<file path="src/rtl/motor_speed_calibration_sequencer_defines.svh">
`ifndef MOTOR_SPEED_CALIBRATION_SEQUENCER_DEFINES_SVH
`define MOTOR_SPEED_CALIBRATION_SEQUENCER_DEFINES_SVH

// same-cycle implication check
`define MSCS_ASSERT_IMP(lbl, clk, rstn, ante, cons) \
    lbl: assert property (@(posedge clk) disable iff (!(rstn)) (ante) |-> (cons)) \
        else $error("mscs check failed");

// next-cycle implication check
`define MSCS_ASSERT_NXT(lbl, clk, rstn, ante, cons) \
    lbl: assert property (@(posedge clk) disable iff (!(rstn)) (ante) |=> (cons)) \
        else $error("mscs check failed");

`endif

</file>
<file path="src/rtl/mscs_pkg.sv">
`timescale 1ns / 1ps

package mscs_pkg;

    localparam int CFG_IDX_W = 3;
    localparam logic [16:0] TIMER_MAX = 17'h1FFFF;

    typedef enum logic [CFG_IDX_W-1:0] {
        CFG_ERROR_BAND     = 3'd0,
        CFG_SETTLE_MS      = 3'd1,
        CFG_FULL_POWER_MS  = 3'd2,
        CFG_SAMPLE_MS      = 3'd3,
        CFG_REFRESH_BAND   = 3'd4,
        CFG_FULL_BAND      = 3'd5,
        CFG_INTEGRAL_LIMIT = 3'd6,
        CFG_SPEED_STEP     = 3'd7
    } t_cfg_idx;

    typedef enum logic [2:0] {
        PH_IDLE     = 3'd0,
        PH_STOP_A   = 3'd1,
        PH_FWD      = 3'd2,
        PH_STOP_B   = 3'd3,
        PH_REV      = 3'd4,
        PH_STOP_END = 3'd5
    } t_phase;

    typedef struct packed {
        logic [7:0]  error_band;
        logic [15:0] settle_ms;
        logic [15:0] full_power_ms;
        logic [9:0]  sample_ms;
        logic [14:0] refresh_band;
        logic [14:0] full_band;
        logic [14:0] integral_limit;
        logic [7:0]  speed_step;
    } t_cfg;

    typedef struct packed {
        t_phase      phase;
        logic [3:0]  point_index;
        logic [16:0] settle_timer;
        logic [16:0] full_timer;
        logic [1:0]  active_motor;
    } t_state;

    typedef struct packed {
        logic signed [11:0] setpoint;
        logic               write_enable;
        logic [1:0]         write_motor;
        logic [3:0]         write_first;
        logic [3:0]         write_final;
        logic signed [15:0] write_data;
        t_phase             phase;
        logic               done_res;
    } t_result;

endpackage

</file>
<file path="src/rtl/mscs_cfg.sv">
`timescale 1ns / 1ps

module mscs_cfg (
    input  logic                                i_clk,
    input  logic                                i_rst_n,
    input  logic                                i_cfg_valid,
    output logic                                o_cfg_ready,
    input  logic [mscs_pkg::CFG_IDX_W-1:0]      i_cfg_index,
    input  logic [15:0]                         i_cfg_data,
    output mscs_pkg::t_cfg                      o_cfg
);
    import mscs_pkg::*;

    t_cfg r_cfg;
    t_cfg n_cfg;

    assign o_cfg_ready = 1'b1;
    assign o_cfg       = r_cfg;

    always_comb begin
        n_cfg = r_cfg;
        if (i_cfg_valid) begin
            unique case (t_cfg_idx'(i_cfg_index))
                CFG_ERROR_BAND:     n_cfg.error_band     = i_cfg_data[7:0];
                CFG_SETTLE_MS:      n_cfg.settle_ms      = i_cfg_data;
                CFG_FULL_POWER_MS:  n_cfg.full_power_ms  = i_cfg_data;
                CFG_SAMPLE_MS:      n_cfg.sample_ms      = i_cfg_data[9:0];
                CFG_REFRESH_BAND:   n_cfg.refresh_band   = i_cfg_data[14:0];
                CFG_FULL_BAND:      n_cfg.full_band      = i_cfg_data[14:0];
                CFG_INTEGRAL_LIMIT: n_cfg.integral_limit = i_cfg_data[14:0];
                CFG_SPEED_STEP:     n_cfg.speed_step     = i_cfg_data[7:0];
                default:            n_cfg = r_cfg;
            endcase
        end
    end

    always_ff @(posedge i_clk) begin
        if (!i_rst_n) begin
            r_cfg.error_band     <= 8'd9;
            r_cfg.settle_ms      <= 16'd2000;
            r_cfg.full_power_ms  <= 16'd3000;
            r_cfg.sample_ms      <= 10'd50;
            r_cfg.refresh_band   <= 15'd30;
            r_cfg.full_band      <= 15'd10;
            r_cfg.integral_limit <= 15'd1000;
            r_cfg.speed_step     <= 8'd20;
        end else begin
            r_cfg <= n_cfg;
        end
    end

endmodule

</file>
<file path="src/rtl/mscs_step.sv">
`timescale 1ns / 1ps

module mscs_step #(
    parameter int NUM_MOTORS      = 4,
    parameter int POINTS_PER_SIDE = 5
) (
    input  mscs_pkg::t_cfg      i_cfg,
    input  mscs_pkg::t_state    i_cur,
    input  logic                i_req_type,
    input  logic [1:0]          i_motor_select,
    input  logic signed [12:0]  i_speed_error,
    input  logic signed [15:0]  i_integral_term,
    input  logic signed [15:0]  i_drive_value,
    output mscs_pkg::t_state    o_nxt,
    output mscs_pkg::t_result   o_res
);
    import mscs_pkg::*;

    localparam logic [3:0] PTS   = 4'(POINTS_PER_SIDE);
    localparam logic [3:0] SIDE2 = 4'(2 * POINTS_PER_SIDE);

    function automatic logic [16:0] sat_add(input logic [16:0] a, input logic [9:0] b);
        logic [17:0] s;
        s = {1'b0, a} + {8'd0, b};
        return s[17] ? TIMER_MAX : s[16:0];
    endfunction

    logic [12:0]        abs_err;
    logic               in_band;
    logic signed [17:0] lim_dist;
    logic [16:0]        abs_dist;
    logic [16:0]        ft_add;
    logic               ft_clr;
    logic               full_pwr;
    logic [16:0]        st_add;
    logic [3:0]         idx;
    logic               motor_ok;

    logic               wen;
    logic               done;
    logic [3:0]         wfirst;
    logic [3:0]         wfinal;
    logic [11:0]        sp_mag;

    assign abs_err  = i_speed_error[12] ? 13'(-i_speed_error) : 13'(i_speed_error);
    assign in_band  = abs_err <= {5'd0, i_cfg.error_band};
    assign lim_dist = $signed({3'd0, i_cfg.integral_limit})
                    - $signed({{2{i_integral_term[15]}}, i_integral_term});
    assign abs_dist = lim_dist[17] ? 17'(-lim_dist) : lim_dist[16:0];
    assign ft_add   = sat_add(i_cur.full_timer, i_cfg.sample_ms);
    assign ft_clr   = abs_dist > {2'd0, i_cfg.refresh_band};
    assign full_pwr = (abs_dist < {2'd0, i_cfg.full_band}) && !ft_clr
                    && (ft_add > {1'b0, i_cfg.full_power_ms});
    assign st_add   = in_band ? sat_add(i_cur.settle_timer, i_cfg.sample_ms) : 17'd0;
    assign idx      = (i_cur.phase == PH_FWD) ? PTS + i_cur.point_index
                                              : PTS - i_cur.point_index;
    assign motor_ok = 32'(i_motor_select) < NUM_MOTORS;

    // next state and write decision
    always_comb begin
        o_nxt  = i_cur;
        wen    = 1'b0;
        done   = 1'b0;
        wfirst = 4'd0;
        wfinal = 4'd0;
        if (i_req_type) begin
            if (motor_ok) begin
                o_nxt.active_motor = i_motor_select;
                o_nxt.phase        = PH_STOP_A;
                o_nxt.point_index  = 4'd0;
                o_nxt.settle_timer = 17'd0;
            end
        end else begin
            o_nxt.full_timer = ft_add;
            unique case (i_cur.phase)
                PH_STOP_A, PH_STOP_B: begin
                    if (in_band) begin
                        o_nxt.phase        = (i_cur.phase == PH_STOP_A) ? PH_FWD : PH_REV;
                        o_nxt.point_index  = 4'd1;
                        o_nxt.settle_timer = 17'd0;
                        if (ft_clr) begin
                            o_nxt.full_timer = 17'd0;
                        end
                        if (full_pwr) begin
                            wen = 1'b1;
                            if (i_cur.phase == PH_STOP_A) begin
                                wfirst      = PTS + 4'd1;
                                wfinal      = SIDE2;
                                o_nxt.phase = PH_STOP_B;
                            end else begin
                                wfirst      = 4'd0;
                                wfinal      = PTS - 4'd1;
                                o_nxt.phase = PH_STOP_END;
                            end
                            o_nxt.point_index = 4'd0;
                        end
                    end
                end
                PH_FWD, PH_REV: begin
                    o_nxt.settle_timer = st_add;
                    if (st_add > {1'b0, i_cfg.settle_ms}) begin
                        wen    = 1'b1;
                        wfirst = idx;
                        wfinal = idx;
                        if (i_cur.point_index >= PTS) begin
                            o_nxt.phase       = (i_cur.phase == PH_FWD) ? PH_STOP_B : PH_STOP_END;
                            o_nxt.point_index = 4'd0;
                        end else begin
                            o_nxt.point_index  = i_cur.point_index + 4'd1;
                            o_nxt.settle_timer = 17'd0;
                            if (ft_clr) begin
                                o_nxt.full_timer = 17'd0;
                            end
                            if (full_pwr) begin
                                if (i_cur.phase == PH_FWD) begin
                                    wfinal = SIDE2;
                                end else begin
                                    wfirst = 4'd0;
                                end
                                o_nxt.phase       = (i_cur.phase == PH_FWD) ? PH_STOP_B
                                                                            : PH_STOP_END;
                                o_nxt.point_index = 4'd0;
                            end
                        end
                    end else begin
                        if (ft_clr) begin
                            o_nxt.full_timer = 17'd0;
                        end
                        if (full_pwr) begin
                            wen = 1'b1;
                            if (i_cur.phase == PH_FWD) begin
                                wfirst = idx;
                                wfinal = SIDE2;
                            end else begin
                                wfirst = 4'd0;
                                wfinal = idx;
                            end
                            o_nxt.phase       = (i_cur.phase == PH_FWD) ? PH_STOP_B
                                                                        : PH_STOP_END;
                            o_nxt.point_index = 4'd0;
                        end
                    end
                end
                PH_STOP_END: begin
                    if (in_band) begin
                        o_nxt.phase = PH_IDLE;
                        done        = 1'b1;
                    end
                end
                default: o_nxt.phase = PH_IDLE;
            endcase
        end
    end

    assign sp_mag = {8'd0, o_nxt.point_index} * {4'd0, i_cfg.speed_step};

    // result formatting
    always_comb begin
        o_res = '0;
        unique case (o_nxt.phase)
            PH_FWD:  o_res.setpoint = $signed(sp_mag);
            PH_REV:  o_res.setpoint = $signed(12'(-sp_mag));
            default: o_res.setpoint = 12'sd0;
        endcase
        o_res.write_enable = wen;
        o_res.write_motor  = wen ? o_nxt.active_motor : 2'd0;
        o_res.write_first  = wen ? wfirst : 4'd0;
        o_res.write_final  = wen ? wfinal : 4'd0;
        o_res.write_data   = wen ? i_drive_value : 16'sd0;
        o_res.phase        = o_nxt.phase;
        o_res.done_res     = done;
    end

endmodule

</file>
<file path="src/rtl/motor_speed_calibration_sequencer.sv">
`timescale 1ns / 1ps
`include "motor_speed_calibration_sequencer_defines.svh"

// Motor speed calibration sequencer: a start transfer names a motor, every later input
// transfer is one speed-loop sample, and each input item gives exactly one result with the
// next setpoint, an optional range write of a drive value into the motor's table row, the
// phase and a done pulse. One item is taken every clock cycle while input stall is low; an
// item passes through the input register and the single-pass step logic into the result
// register, from which its result is offered. Input stall rises only while both registers hold
// items and the result side is stalled. Configuration registers may be written at any
// time the block is idle; all timing is counted in samples of sample_ms milliseconds.
module motor_speed_calibration_sequencer #(
    parameter int NUM_MOTORS      = 4,
    parameter int POINTS_PER_SIDE = 5
) (
    input  logic                            i_clk,
    input  logic                            i_rst_n,
    input  logic                            i_in_valid,
    output logic                            o_in_stall,
    input  logic                            i_req_type,
    input  logic [1:0]                      i_motor_select,
    input  logic signed [12:0]              i_speed_error,
    input  logic signed [15:0]              i_integral_term,
    input  logic signed [15:0]              i_drive_value,
    output logic                            o_out_valid,
    input  logic                            i_out_stall,
    output logic signed [11:0]              o_setpoint,
    output logic                            o_write_enable,
    output logic [1:0]                      o_write_motor,
    output logic [3:0]                      o_write_first,
    output logic [3:0]                      o_write_final,
    output logic signed [15:0]              o_write_data,
    output logic [2:0]                      o_phase,
    output logic                            o_done_res,
    input  logic                            i_cfg_valid,
    output logic                            o_cfg_ready,
    input  logic [mscs_pkg::CFG_IDX_W-1:0]  i_cfg_index,
    input  logic [15:0]                     i_cfg_data
);
    import mscs_pkg::*;

    t_cfg    cfg;
    t_state  r_state;
    t_state  n_state;
    t_result n_res;
    t_result r_res;

    logic               r_in_vld;
    logic               r_req;
    logic [1:0]         r_msel;
    logic signed [12:0] r_err;
    logic signed [15:0] r_integ;
    logic signed [15:0] r_drive;
    logic               r_out_vld;
    logic               adv;
    logic               take;

    mscs_cfg u_cfg (
        .i_clk       (i_clk),
        .i_rst_n     (i_rst_n),
        .i_cfg_valid (i_cfg_valid),
        .o_cfg_ready (o_cfg_ready),
        .i_cfg_index (i_cfg_index),
        .i_cfg_data  (i_cfg_data),
        .o_cfg       (cfg)
    );

    mscs_step #(
        .NUM_MOTORS      (NUM_MOTORS),
        .POINTS_PER_SIDE (POINTS_PER_SIDE)
    ) u_step (
        .i_cfg           (cfg),
        .i_cur           (r_state),
        .i_req_type      (r_req),
        .i_motor_select  (r_msel),
        .i_speed_error   (r_err),
        .i_integral_term (r_integ),
        .i_drive_value   (r_drive),
        .o_nxt           (n_state),
        .o_res           (n_res)
    );

    assign adv        = !r_out_vld || !i_out_stall;
    assign o_in_stall = r_in_vld && !adv;
    assign take       = i_in_valid && !o_in_stall;

    always_ff @(posedge i_clk) begin
        if (!i_rst_n) begin
            r_in_vld <= 1'b0;
        end else if (!o_in_stall) begin
            r_in_vld <= i_in_valid;
        end
    end

    always_ff @(posedge i_clk) begin
        if (take) begin
            r_req   <= i_req_type;
            r_msel  <= i_motor_select;
            r_err   <= i_speed_error;
            r_integ <= i_integral_term;
            r_drive <= i_drive_value;
        end
    end

    always_ff @(posedge i_clk) begin
        if (!i_rst_n) begin
            r_state.phase        <= PH_IDLE;
            r_state.point_index  <= 4'd0;
            r_state.settle_timer <= 17'd0;
            r_state.full_timer   <= TIMER_MAX;
            r_state.active_motor <= 2'd0;
            r_out_vld            <= 1'b0;
        end else if (adv) begin
            r_out_vld <= r_in_vld;
            if (r_in_vld) begin
                r_state <= n_state;
            end
        end
    end

    always_ff @(posedge i_clk) begin
        if (adv && r_in_vld) begin
            r_res <= n_res;
        end
    end

    assign o_out_valid    = r_out_vld;
    assign o_setpoint     = r_res.setpoint;
    assign o_write_enable = r_res.write_enable;
    assign o_write_motor  = r_res.write_motor;
    assign o_write_first  = r_res.write_first;
    assign o_write_final  = r_res.write_final;
    assign o_write_data   = r_res.write_data;
    assign o_phase        = r_res.phase;
    assign o_done_res     = r_res.done_res;

    `MSCS_ASSERT_IMP(a_done_idle, i_clk, i_rst_n, o_out_valid && o_done_res, o_phase == PH_IDLE)
    `MSCS_ASSERT_IMP(a_range_order, i_clk, i_rst_n, o_out_valid && o_write_enable, o_write_first <= o_write_final)
    `MSCS_ASSERT_IMP(a_sp_zero, i_clk, i_rst_n, o_out_valid && o_phase != PH_FWD && o_phase != PH_REV, o_setpoint == 12'sd0)
    `MSCS_ASSERT_NXT(a_held_result, i_clk, i_rst_n, r_out_vld && i_out_stall, r_out_vld && $stable(r_res))

endmodule
</file>
<file path="config.mk">
export PLATFORM = sky130hd
export DESIGN_NAME = motor_speed_calibration_sequencer
export DESIGN_NICKNAME = d
export VERILOG_FILES = /design/src/rtl/mscs_pkg.sv /design/src/rtl/mscs_cfg.sv /design/src/rtl/mscs_step.sv /design/src/rtl/motor_speed_calibration_sequencer.sv
export VERILOG_INCLUDE_DIRS = /design/src /design/src/rtl
export SDC_FILE = /design/constraint.sdc
export NUM_CORES = 1
export LEC_CHECK = 0
export BUFFER_PORTS_ARGS = -buffer_cell sky130_fd_sc_hd__clkbuf_2
export CAP_MARGIN = 20
export CORE_MARGIN = 4
export CORE_UTILIZATION = 55
export DETAILED_ROUTE_END_ITERATION = 8
export PLACE_DENSITY_LB_ADDON = 0.1
export SYNTH_ARGS = -nofsm -noshare
export SYNTH_HDL_FRONTEND = slang
export SYNTH_SLANG_ARGS = --single-unit
</file>
<file path="constraint.sdc">
create_clock -name i_clk -period 8.2 [get_ports i_clk]
set_input_delay 0 -clock i_clk [delete_from_list [all_inputs] [get_ports i_clk]]
set_output_delay 0 -clock i_clk [all_outputs]
set_load 0.02 [all_outputs]
</file>
[Yosys cells after proc, flatten, opt, wreduce, memory -nomap -nowiden]
Cells that the tools add are included.
Word-level totals
  register bits after elaboration: 239
  latch bits: 0
  bits in writable memories: 0
  bits in read-only memories: 0
  input port bits: 72
  output and inout port bits: 46
  logic and storage cells: 139
  memories: 0
Operators by class
  add/subtract/negate cells: 9
  multipliers: 1
  divide/modulo/power cells: 0
  $lt $le $gt $ge: 6
  equal/unequal tests: 15
  shifts and indexed selects: 0
  mux-type cells: 49
  bitwise gates (word level): 3
  reduce and logical (&&, ||, !) cells: 28
Operator list (count)
  $mux 17: 7
  $pmux 38 s2: 1
  $mux 4: 16
  $mux 41: 1
  $add 17x10->18: 2
  $mux 7: 5
  $gt 17x16->1: 2
  $mux 34: 1
  $mux 24: 1
  $pmux 12 s2: 1
  $eq 3x3->1 const B: 7
  $reduce_and 2->1: 9
  $gt 17x15->1: 1
  $lt 17x15->1: 1
  $neg 17->17: 1
  $sub 16x16->17: 1
  $pmux 4 s2: 2
  $eq 3x2->1 const B: 5
  $mux 3: 5
  $le 13x8->1: 1
  $mux 13: 1
  $neg 13->13: 1
  $mul 4x8->12: 1
  $neg 12->12: 1
  19 further kinds: 37

[Depth between registers and ports, before layout]
Gate-level depths: netlist of the first run.
  word-level depth: 15
  gate-level depth with buffers: 44
  depth with buffers taken out: 42

[Hierarchy]
From an unflattened synthesis of the first run, not the netlist that was laid out.
Unflattened totals
  cells, all modules: 1679
  area total of the unflattened synthesis: 15623.7 µm²
Modules (own cells, without submodules)
  mscs_step: instances 1, cells each 1017, area an instance 7018.0 µm²
  motor_speed_calibration_sequencer: instances 1, cells each 286, area an instance 4657.0 µm²
  mscs_cfg: instances 1, cells each 376, area an instance 3948.8 µm²

[Worst setup path after synthesis of the first run]
OpenSTA, ideal clock, no wires.
  path kind: flip-flop to flip-flop
  start point: register r_integ[0]
  end point: register r_res (netlist bit o_setpoint[11]), data pin
  setup time: 0.263 ns
  data arrival time: 7.873 ns
  data required time: 7.937 ns
  path slack: 0.064 ns
  stages on the path, launching flop included: 39
  period minus slack after synthesis: 8.136 ns
  cell sequence: edfxtp_1 > ha_1 > fa_1 > nand2b_2 > a211oi_4 > o21ai_0 > and2_1 > nor3_1 > nand2_1 > or3_1 > o31ai_1 > xnor2_1 > o21ai_0 > ha_1 > a211oi_1 > o21ai_0 > o31a_1 > nor3_1 > [... 3 more ...] > nor3_1 > fa_1 > inv_1 > fa_1 > inv_1 > ha_1 > nor2b_1 > o21ai_0 > a21boi_0 > o21ai_0 > nand2b_1 > a21o_1 > a21oi_1 > xnor2_1 > nor2_1 > o211ai_1 > xor2_1 > o22ai_1
RTL lines
  start, declared: RTL line motor_speed_calibration_sequencer.sv:52  | logic signed [15:0] r_integ;
  start signal, assigned: RTL line motor_speed_calibration_sequencer.sv:100  | r_integ <= i_integral_term;
  end signal, assigned: RTL line motor_speed_calibration_sequencer.sv:123  | r_res <= n_res;
  end, declared: RTL line motor_speed_calibration_sequencer.sv:46  | t_result r_res;

==> results of run 1 <==
[per-layer routing]
layer | vias to the layer above | part of all wire
met5 | - | 0
met4 | 0 | 0.037
met3 | 89 | 0.053
met2 | 350 | 0.48
met1 | 6183 | 0.43
li1 | 6396 | -
[critical path: cells and delay by family (launching register included)]
| family | cells | cell delay [ns] |
|---|---|---|
| flops | 1 | 0.41 |
| xor+xnor | 3 | 0.49 |
| compound gates | 12 | 1.87 |
| fa+ha+maj | 5 | 1.87 |
| simple gates | 16 | 2.64 |
| buf+inv | 6 | 0.65 |
[layout by cell type (no fill, tap or decap), drive strengths merged, types with 25 or more instances in the layout]
master / count
o21ai: 65
edfxtp: 91
a21oi: 156
nor2: 95
buf: 107
nand2: 259
dlygate4sd3: 67
nor3: 34
nand3: 55
nand2b: 25
dfxtp: 148
clkbuf: 156
and2: 34
xnor2: 38
xor2: 28
inv: 140
o211ai: 33
ha: 128
[through the flow]
step,hold WS (ns),std cells,total power [mW],setup TNS [ns]
2_1_floorplan,0.0989,1662,1.69,0
3_3_place_gp,0.177,2140,1.87,-0.0296
3_5_place_dp,0.179,2140,1.88,-0.659
4_1_cts,0.0277,2256,3.13,-0.000792
5_1_grt,0.0201,2271,3.29,-1.13
6_report,-0.0215,2271,3.16,-0.0429
[state kept, by name (all words and copies together) (netlist names), 3 cells and up]
register and cells:
o_write_data 16, o_write_first 4, r_state 43, o_setpoint 12, o_write_final 4, u_cfg.o_cfg 103
r_err 13, o_phase 3, r_drive 16, r_integ 16
[layout make-up]
class                      instances  area [sq um]  share of cell area
sequential                       239          5700               0.314
clock buffer                      40           798              0.0440
multi-input combinational       1219          8540               0.470
timing repair buffer             290          2090               0.115
tap                              335           419              0.0231
clock inverter                     9           103             0.00565
inverter                         139           522              0.0287
[Yosys cell counts, types with 15 or more instances]
library cell,count,area [sq um]
edfxtp_1,91,2730
inv_1,137,514
o211ai_1,33,248
xnor2_1,38,333
a221o_1,19,190
a22o_1,18,158
nor3_1,33,165
nand2_1,257,965
a211oi_1,15,113
dfxtp_1,148,2960
nand3_1,55,275
nand2b_1,24,150
clkbuf_1,45,169
nand4_1,15,93.8
ha_1,128,1600
nor2_1,92,345
fa_1,15,300
nor2b_1,17,106
and2_1,34,213
o21ai_0,53,265
a21oi_1,154,771
a21o_1,22,165
xor2_1,28,245
[kinds of logic after synthesis]
group,after synthesis,synth area share
adders and majority gates,143,0.131
buffers and inverters,204,0.0541
AOI/OAI and AO/OA,419,0.192
other,1,0.000257
and+or+nand+nor,588,0.191
xor gates and xnor gates,66,0.0397
DFF,239,0.391
muxes,2,0.00137
[worst max-delay path by stage]
stage | start | end | slack, ns | cells after the start
after CTS | u_cfg.o_cfg[8] | o_setpoint[8] | -0.0008 | 37
after detailed placement | u_cfg.o_cfg[8] | o_setpoint[11] | -0.24 | 41
after global routing | r_integ[1] | o_setpoint[11] | -0.40 | 41
after floorplan | r_integ[0] | o_setpoint[11] | 0.06 | 38
final | r_integ[1] | o_setpoint[11] | -0.04 | 42
after global placement | u_cfg.o_cfg[8] | o_setpoint[11] | -0.03 | 42
[timing repair]
item | in CTS | in global routing
setup endpoints to repair | 5 | 6
hold buffers | 67 | 0
endpoints found under the hold margin | 154 | 0
resized for setup | 7 | 94
pin swaps | 2 | 63
buffers inserted | 0 | 16
[power breakdown]
group | internal, mW | switching, mW | leakage (nW) | total [mW]
sequential | 1.27 | 0.0226 | 2.09 | 1.30
combinational | 0.270 | 0.363 | 4.96 | 0.633
clock | 0.736 | 0.490 | 0.448 | 1.23
total | 2.28 | 0.876 | 7.50 | 3.16
==> impl_metrics.ini, run 1 <==
[run_status]
run_status = complete, but fails checks
violations = hold timing, setup timing

[cts]
clk_pin_slew_ns = 0.06
clock_latency_ns = 0.55
ctsRootBufferMaster = clkbuf_16
h-tree-depth = 1
cts_made_buffers = 27
cts_buffer_depth = 3
cts.sinks = 239
cts_tree = built

[route]
drt-initial-drc-count = 921
dr.pass1.iters = 5
vias_per_cell = 5.73
routedWlPerCell_microns = 17.8
vias = 13000
drc = 0
wirelength_mm = 40.4
final_antenna_net_count = 0

[global_route]
grt_most_used_layer = met2
grt_max_degree = 98
antenna_found_initial = 0
grt.overflow.total = 0
grt_pass1_wl_mm = 63.6
gr-usage-all-layers = 0.266
grt_pass1_vias = 12600
grtUsageMet1 = 0.353
met2_usage = 0.451
met3_usage = 0.0354

[min_path]
min_from = i_cfg_index[2]
hold_end = u_cfg.o_cfg[37]
whs_path_depth = 5
hp-class = in2reg

[placement]
io_buffers = 116
pre_cts_slack_ns = -0.238
gp_congestion = 0.976
place_area_sq_mm = 0.0160
dp_hpwl_mm = 27.2

[sta]
fmaxAchievable_mhz = 121
clock_skew_ns = 0.0231
fin_ws_ns = -0.0429
maxSlewHeadroom = 0.271
maxSlewViolCount = 0
min_period_ns = 8.24
setup-violations-final = 1
whs_ns = -0.0215
period_share = 1.01
rsz0062_at_grt = true
hold_viol = 2
tightest_slew_ns = 1.09

[worst_setup_path]
r2r_slack_ns = -0.04
cp.arrival_ns = 8.51
worstSetupPathType = reg2reg
max_stage_delay_ns = 0.51
cp_max_fo = 5
slowest_stage = fa_1
critPathLaunchType = flip-flop
endpoint_kind = flip-flop
regToRegStartpoint = r_integ[1]
r2r-end = o_setpoint[11]
crit_required_ns = 8.47
reg2reg_depth = 42

[pwr]
peakVddDrop_uv = 235
power_density_mw_per_mm2 = 174
power_leakage_nw = 7.50

[floorplan]
die_y_microns = 171
core_area_sq_mm = 0.0261
num_rows = 59
die-width_microns = 171
start_util = 0.559
fp.dieArea_sq_mm = 0.0292
io_pins = 118

[final_layout]
finish.utilization = 0.697
final_area_sq_mm = 0.0182
drive_gt1_frac = 0.192
area_delta_synth_final_pct = 24.7
diodes = 0
finalNetCount = 2131
n_fill_cell = 2040

[synthesis]
synth.ff_latch_count = 239
syn_nets = 1877
async_reset_ff_frac = 0
synth_area_sq_mm = 0.0146
synthFlopType = dfxtp_1
syn_inst = 1662
yosysSeqAreaShare = 0.391
synth-edff-count = 91
ys_types = 88
yosysWarningCount = 0
syn_avg_cell_area_sq_um = 8.76

[job]
drv_cap = 0
(Power assumes the default switching activity.)
==> run 2, diff against run 1 <==
--- a/config.mk
+++ b/config.mk
@@ -6,11 +6,11 @@
 export SDC_FILE = /design/constraint.sdc
 export NUM_CORES = 1
 export LEC_CHECK = 0
-export BUFFER_PORTS_ARGS = -buffer_cell sky130_fd_sc_hd__clkbuf_2
 export CAP_MARGIN = 20
 export CORE_MARGIN = 4
 export CORE_UTILIZATION = 55
 export DETAILED_ROUTE_END_ITERATION = 8
+export DONT_BUFFER_PORTS = 1
 export PLACE_DENSITY_LB_ADDON = 0.1
 export SYNTH_ARGS = -nofsm -noshare
 export SYNTH_HDL_FRONTEND = slang
==> impl_metrics.ini, run 2 (synthesized netlist as in run 1, its figures left out) <==
[run_status]
run_status = complete, but fails checks
violations = setup timing

[placement]
io_buffers = 0
dp_hpwl_mm = 26.9
gp_congestion = 0.920
pre_cts_slack_ns = -0.304
dp.cells = 2031

[sta]
maxSlewHeadroom = 0.294
period_share = 1.00
hold_viol = 0
fin_ws_ns = -0.0375
rsz0062_at_grt = true
fmaxAchievable_mhz = 121
tightest_slew_ns = 1.06
setup-violations-final = 2
clock_skew_ns = 0.0195
maxSlewViolCount = 0
min_period_ns = 8.24

[final_layout]
fin_cells = 2202
finalNetCount = 2059
area_delta_synth_final_pct = 25.9
largest_reg_flops = 103
n_fill_cell = 2001
drive_gt1_frac = 0.166
final_cell_mix = nand2_1, dfxtp_1, a21oi_1, inv_1
final_common_cell = nand2_1

[worst_setup_path]
slowest_stage = fa_1
critPathLaunchType = flip-flop
worstSetupPathType = reg2reg
max_stage_delay_ns = 0.55
crit_required_ns = 8.50
cp_max_fo = 5
cp.arrival_ns = 8.53
endpoint_kind = flip-flop
cpMostUsedCell = buf_4

[job]
drv_cap = 0

[pwr]
power_density_mw_per_mm2 = 175
power_leakage_nw = 7.24
peakVddDrop_uv = 267

[route]
wirelength_mm = 41.4
vias = 12900
routedWlPerCell_microns = 18.8
vias_per_cell = 5.85
drt-initial-drc-count = 992
drc = 0
final_antenna_net_count = 0
dr.pass1.iters = 5

[floorplan]
start_util = 0.559
fp.dieArea_sq_mm = 0.0292
num_rows = 59
die_y_microns = 171
core_area_sq_mm = 0.0261
die-width_microns = 171
io_pins = 118

[global_route]
antenna_found_initial = 3
gr-usage-all-layers = 0.266
grt_pass1_wl_mm = 63.0
grt_pass1_vias = 12200
grt_max_degree = 98
grt.overflow.total = 0

[cts]
clk_pin_slew_ns = 0.07
cts_made_buffers = 27
ctsRootBufferMaster = clkbuf_16
cts_buffer_depth = 3
h-tree-depth = 1
cts.sinks = 239
clock_latency_ns = 0.56
cts_tree = built

[min_path]
hp-class = in2reg
run 2: cell types whose count changed in the layout (fill, tap and decap cells not counted), sizes merged:
| cell | before | now |
|---|---|---|
| diode | 0 | 2 |
| buf | 107 | 122 |
| clkbuf | 156 | 39 |
| clkinvlp | 0 | 3 |
| dlygate4sd3 | 67 | 93 |
| bufinv | 2 | 4 |
run 2: timing repair:
item / CTS / global route
resized for setup: 24 / 137
cloned: 0 / 2
hold endpoints to repair: 159 / 0
setup buffers: 0 / 23
hold buffers: 94 / 0
endpoints found under the setup margin: 6 / 7
pin swaps: 2 / 65
run 2: report_power, final:
group / switching [mW] / total (mW) / internal (mW)
combinational: 0.354 / 0.624 / 0.271
clock: 0.507 / 1.28 / 0.773
sequential: 0.0341 / 1.31 / 1.27
total: 0.895 / 3.21 / 2.32
run 2: critical path: cells and delay by family, from the launching register on:
| family | cells | cell delay (ns) |
|---|---|---|
| buffers and inverters | 9 | 1.17 |
| and+or+nand+nor | 9 | 1.41 |
| DFF | 1 | 0.40 |
| adders and majority gates | 6 | 2.16 |
| AOI/OAI and AO/OA | 15 | 2.35 |
| xor gates and xnor gates | 3 | 0.49 |
run 2: final cells by class:
class / instances / area (sq um) / area share
Multi-Input combinational cell: 1219 / 8790 / 0.479
Sequential cell: 239 / 5700 / 0.311
Clock inverter: 14 / 199 / 0.0108
Timing Repair Buffer: 218 / 1960 / 0.107
Inverter: 139 / 522 / 0.0284
Tap cell: 335 / 419 / 0.0229
Antenna cell: 2 / 5.00 / 0.000273
Clock buffer: 36 / 749 / 0.0409
run 2: worst paths after layout:
path / startpoint / cells after the start / slack [ns] / end
setup / recovery: r_err[1] / 42 / -0.04 / o_setpoint[10]
hold / removal: i_rst_n / 3 / 0.06 / r_state[19]
setup reg to reg: r_err[1] / 42 / -0.04 / o_setpoint[10]
hold reg to reg: r_state[19] / 2 / 0.44 / r_state[19]
run 2: metrics by stage:
step | power, mW | hold WS (ns) | setup TNS (ns) | area (sq um) | util
6_report | 3.21 | 0.0577 | -0.0524 | 18300 | 0.704
5_1_grt | 3.34 | 0.0480 | -1.92 | 18300 | 0.704
4_1_cts | 3.17 | 0.00851 | 0 | 17500 | 0.671
3_5_place_dp | 1.84 | 0.0907 | -1.02 | 15500 | 0.595
3_3_place_gp | 1.83 | 0.0878 | -0.0274 | 15500 | 0.594
2_1_floorplan | 1.69 | 0.0989 | 0 | 14600 | -
run 2: layer usage:
layer | GRT usage | vias to the layer above | part of all wire
li1 | - | 6247 | -
met3 | 0.0374 | 106 | 0.050
met2 | 0.453 | 392 | 0.48
met1 | 0.349 | 6138 | 0.43
met5 | 0 | - | 0.00034
met4 | 0.0885 | 2 | 0.039
==> run 3, diff against run 2 <==
--- a/config.mk
+++ b/config.mk
@@ -14,4 +14,5 @@
 export PLACE_DENSITY_LB_ADDON = 0.1
 export SYNTH_ARGS = -nofsm -noshare
 export SYNTH_HDL_FRONTEND = slang
+export SYNTH_HIERARCHICAL = 1
 export SYNTH_SLANG_ARGS = --single-unit
==> impl_metrics.ini, run 3 <==
[route]
wirelength_mm = 39.1
final_antenna_net_count = 0
dr.pass1.iters = 5
drt-initial-drc-count = 739
routedWlPerCell_microns = 17.4
drc = 0
vias = 12500
vias_per_cell = 5.59

[synthesis]
syn_avg_cell_area_sq_um = 9.31
syn_nets = 1894
yosys-top-cells-area = dfxtp_1, edfxtp_1, ha_1
yosysMostFrequentCell = nand2_1
synth_top_cell_by_area = dfxtp_1
yosysWarningCount = 6
async_reset_ff_frac = 0
synth.ff_latch_count = 239
synth_area_sq_mm = 0.0156
synth_top_cell_area_share = 0.190
yosysSeqAreaShare = 0.365
synth_top_cells_by_count = nand2_1, dfxtp_1, mux2i_1
synth-edff-count = 91
ys_types = 96
synthFlopType = dfxtp_1
syn_inst = 1679

[sta]
period_share = 1.00
fmaxAchievable_mhz = 121
setup-violations-final = 1
whs_ns = 0.000862
setup-tns-final_ns = -0.0384
min_period_ns = 8.24
fin_ws_ns = -0.0384
rsz0062_at_grt = true
maxSlewViolCount = 0
clock_skew_ns = 0.0116
maxSlewHeadroom = 0.363
hold_viol = 0
tightest_slew_ns = 0.953

[pwr]
peakVddDrop_uv = 231
p_total_mw = 3.12
power_density_mw_per_mm2 = 165
power_leakage_nw = 7.97

[cts]
clk_pin_slew_ns = 0.06
clock_latency_ns = 0.53
h-tree-depth = 1
cts_tree = built
cts_buffer_depth = 3
ctsRootBufferMaster = clkbuf_16
cts_made_buffers = 27
cts.sinks = 239

[worst_setup_path]
slowest_stage = or4_4
crit_start = r_integ[0]
worstSetupPathType = reg2reg
cp.arrival_ns = 8.58
reg2reg_depth = 35
crit_required_ns = 8.55
cp_max_fo = 4
critPathLaunchType = flip-flop
endpoint_kind = flip-flop
max_stage_delay_ns = 0.63
r2r-end = o_setpoint[11]
crit_end = o_setpoint[11]
regToRegStartpoint = r_integ[0]
r2r_slack_ns = -0.04

[global_route]
gr-usage-all-layers = 0.239
antenna_found_initial = 3
grt_pass1_wl_mm = 61.5
grt.overflow.total = 0
grt_pass1_vias = 12100
grt_max_degree = 218

[floorplan]
num_rows = 61
start_util = 0.559
fp.dieArea_sq_mm = 0.0312
core_area_sq_mm = 0.0279
die-width_microns = 177
die_y_microns = 177
io_pins = 118

[placement]
dp.cells = 2088
place_area_sq_mm = 0.0165
io_buffers = 0
pre_cts_slack_ns = -0.420
gp_congestion = 0.891
dp_hpwl_mm = 26.5

[final_layout]
finish.utilization = 0.679
fin_cells = 2242
final_cell_mix = nand2_1, mux2i_1, dfxtp_1, buf_4, inv_1
finalNetCount = 2057
drive_gt1_frac = 0.161
final_common_cell = nand2_1
area_delta_synth_final_pct = 21.5
final_area_sq_mm = 0.0190
largest_reg_flops = 103

[job]
drv_cap = 0

[min_path]
hp-class = in2reg

[run_status]
violations = setup timing
run_status = complete, but fails checks
-- run 3: worst min path at each step --
stage                       startpoint         endpoint  slack, ns  cells past startpoint
global placement      i_speed_error[8]         r_err[8]        0.1                      0
CTS                     i_cfg_index[0]   u_cfg/o_cfg[5]      0.002                      2
global route             i_cfg_data[0]  u_cfg/o_cfg[53]      0.005                      2
finish                   i_cfg_data[0]  u_cfg/o_cfg[38]     0.0009                      2
detailed placement  i_integral_term[5]       r_integ[5]        0.1                      0
floorplan             i_drive_value[0]       r_drive[0]        0.1                      0
-- run 3: what timing repair did --
action,4_1_cts,5_1_grt
pin swaps,17,46
hold endpoints to repair,196,0
resized for setup,43,84
setup endpoints to repair,7,7
setup buffers,7,22
gates cloned,0,0
hold buffers,74,0
-- run 3: final cells by class --
class	count	area, sq um
multi-input combinational	1242	9670
fill	2185	8950
sequential	239	5700
timing repair buffer	207	1790
clock buffer	34	764
tap	378	473
inverter	125	469
clock inverter	15	116
antenna	2	5.00
-- run 3: cells by family (layout without fill, tap and decap cells) --
family,Yosys count,after routing,synth area share
DFF,239,239,0.365
xor gates and xnor gates,66,66,0.0370
and+or+nand+nor,575,575,0.185
buffers and inverters,198,381,0.0585
other,1,3,0.000240
AOI/OAI and AO/OA,307,307,0.137
adders and majority gates,143,143,0.122
muxes,150,150,0.0963
-- run 3: where the power goes --
part | internal [mW] | switching, mW | leakage, nW | total (mW)
registers | 1.27 | 0.0354 | 2.08 | 1.31
logic | 0.287 | 0.337 | 5.47 | 0.624
clock network | 0.692 | 0.498 | 0.429 | 1.19
-- run 3: worst max-delay path: cells and delay by family (launching register included) --
kind	cells	cell delay, ns
AOI/OAI and AO/OA	18	2.89
xor gates and xnor gates	2	0.30
adders and majority gates	6	2.24
buffers and inverters	3	0.33
DFF	1	0.37
and+or+nand+nor	6	1.91
-- run 3: routing by layer --
layer | global-route usage | wire length (microns)
met4 | 0.0796 | 1420
met2 | 0.401 | 18100
met3 | 0.0351 | 1850
met5 | 0 | 13
met1 | 0.320 | 17600
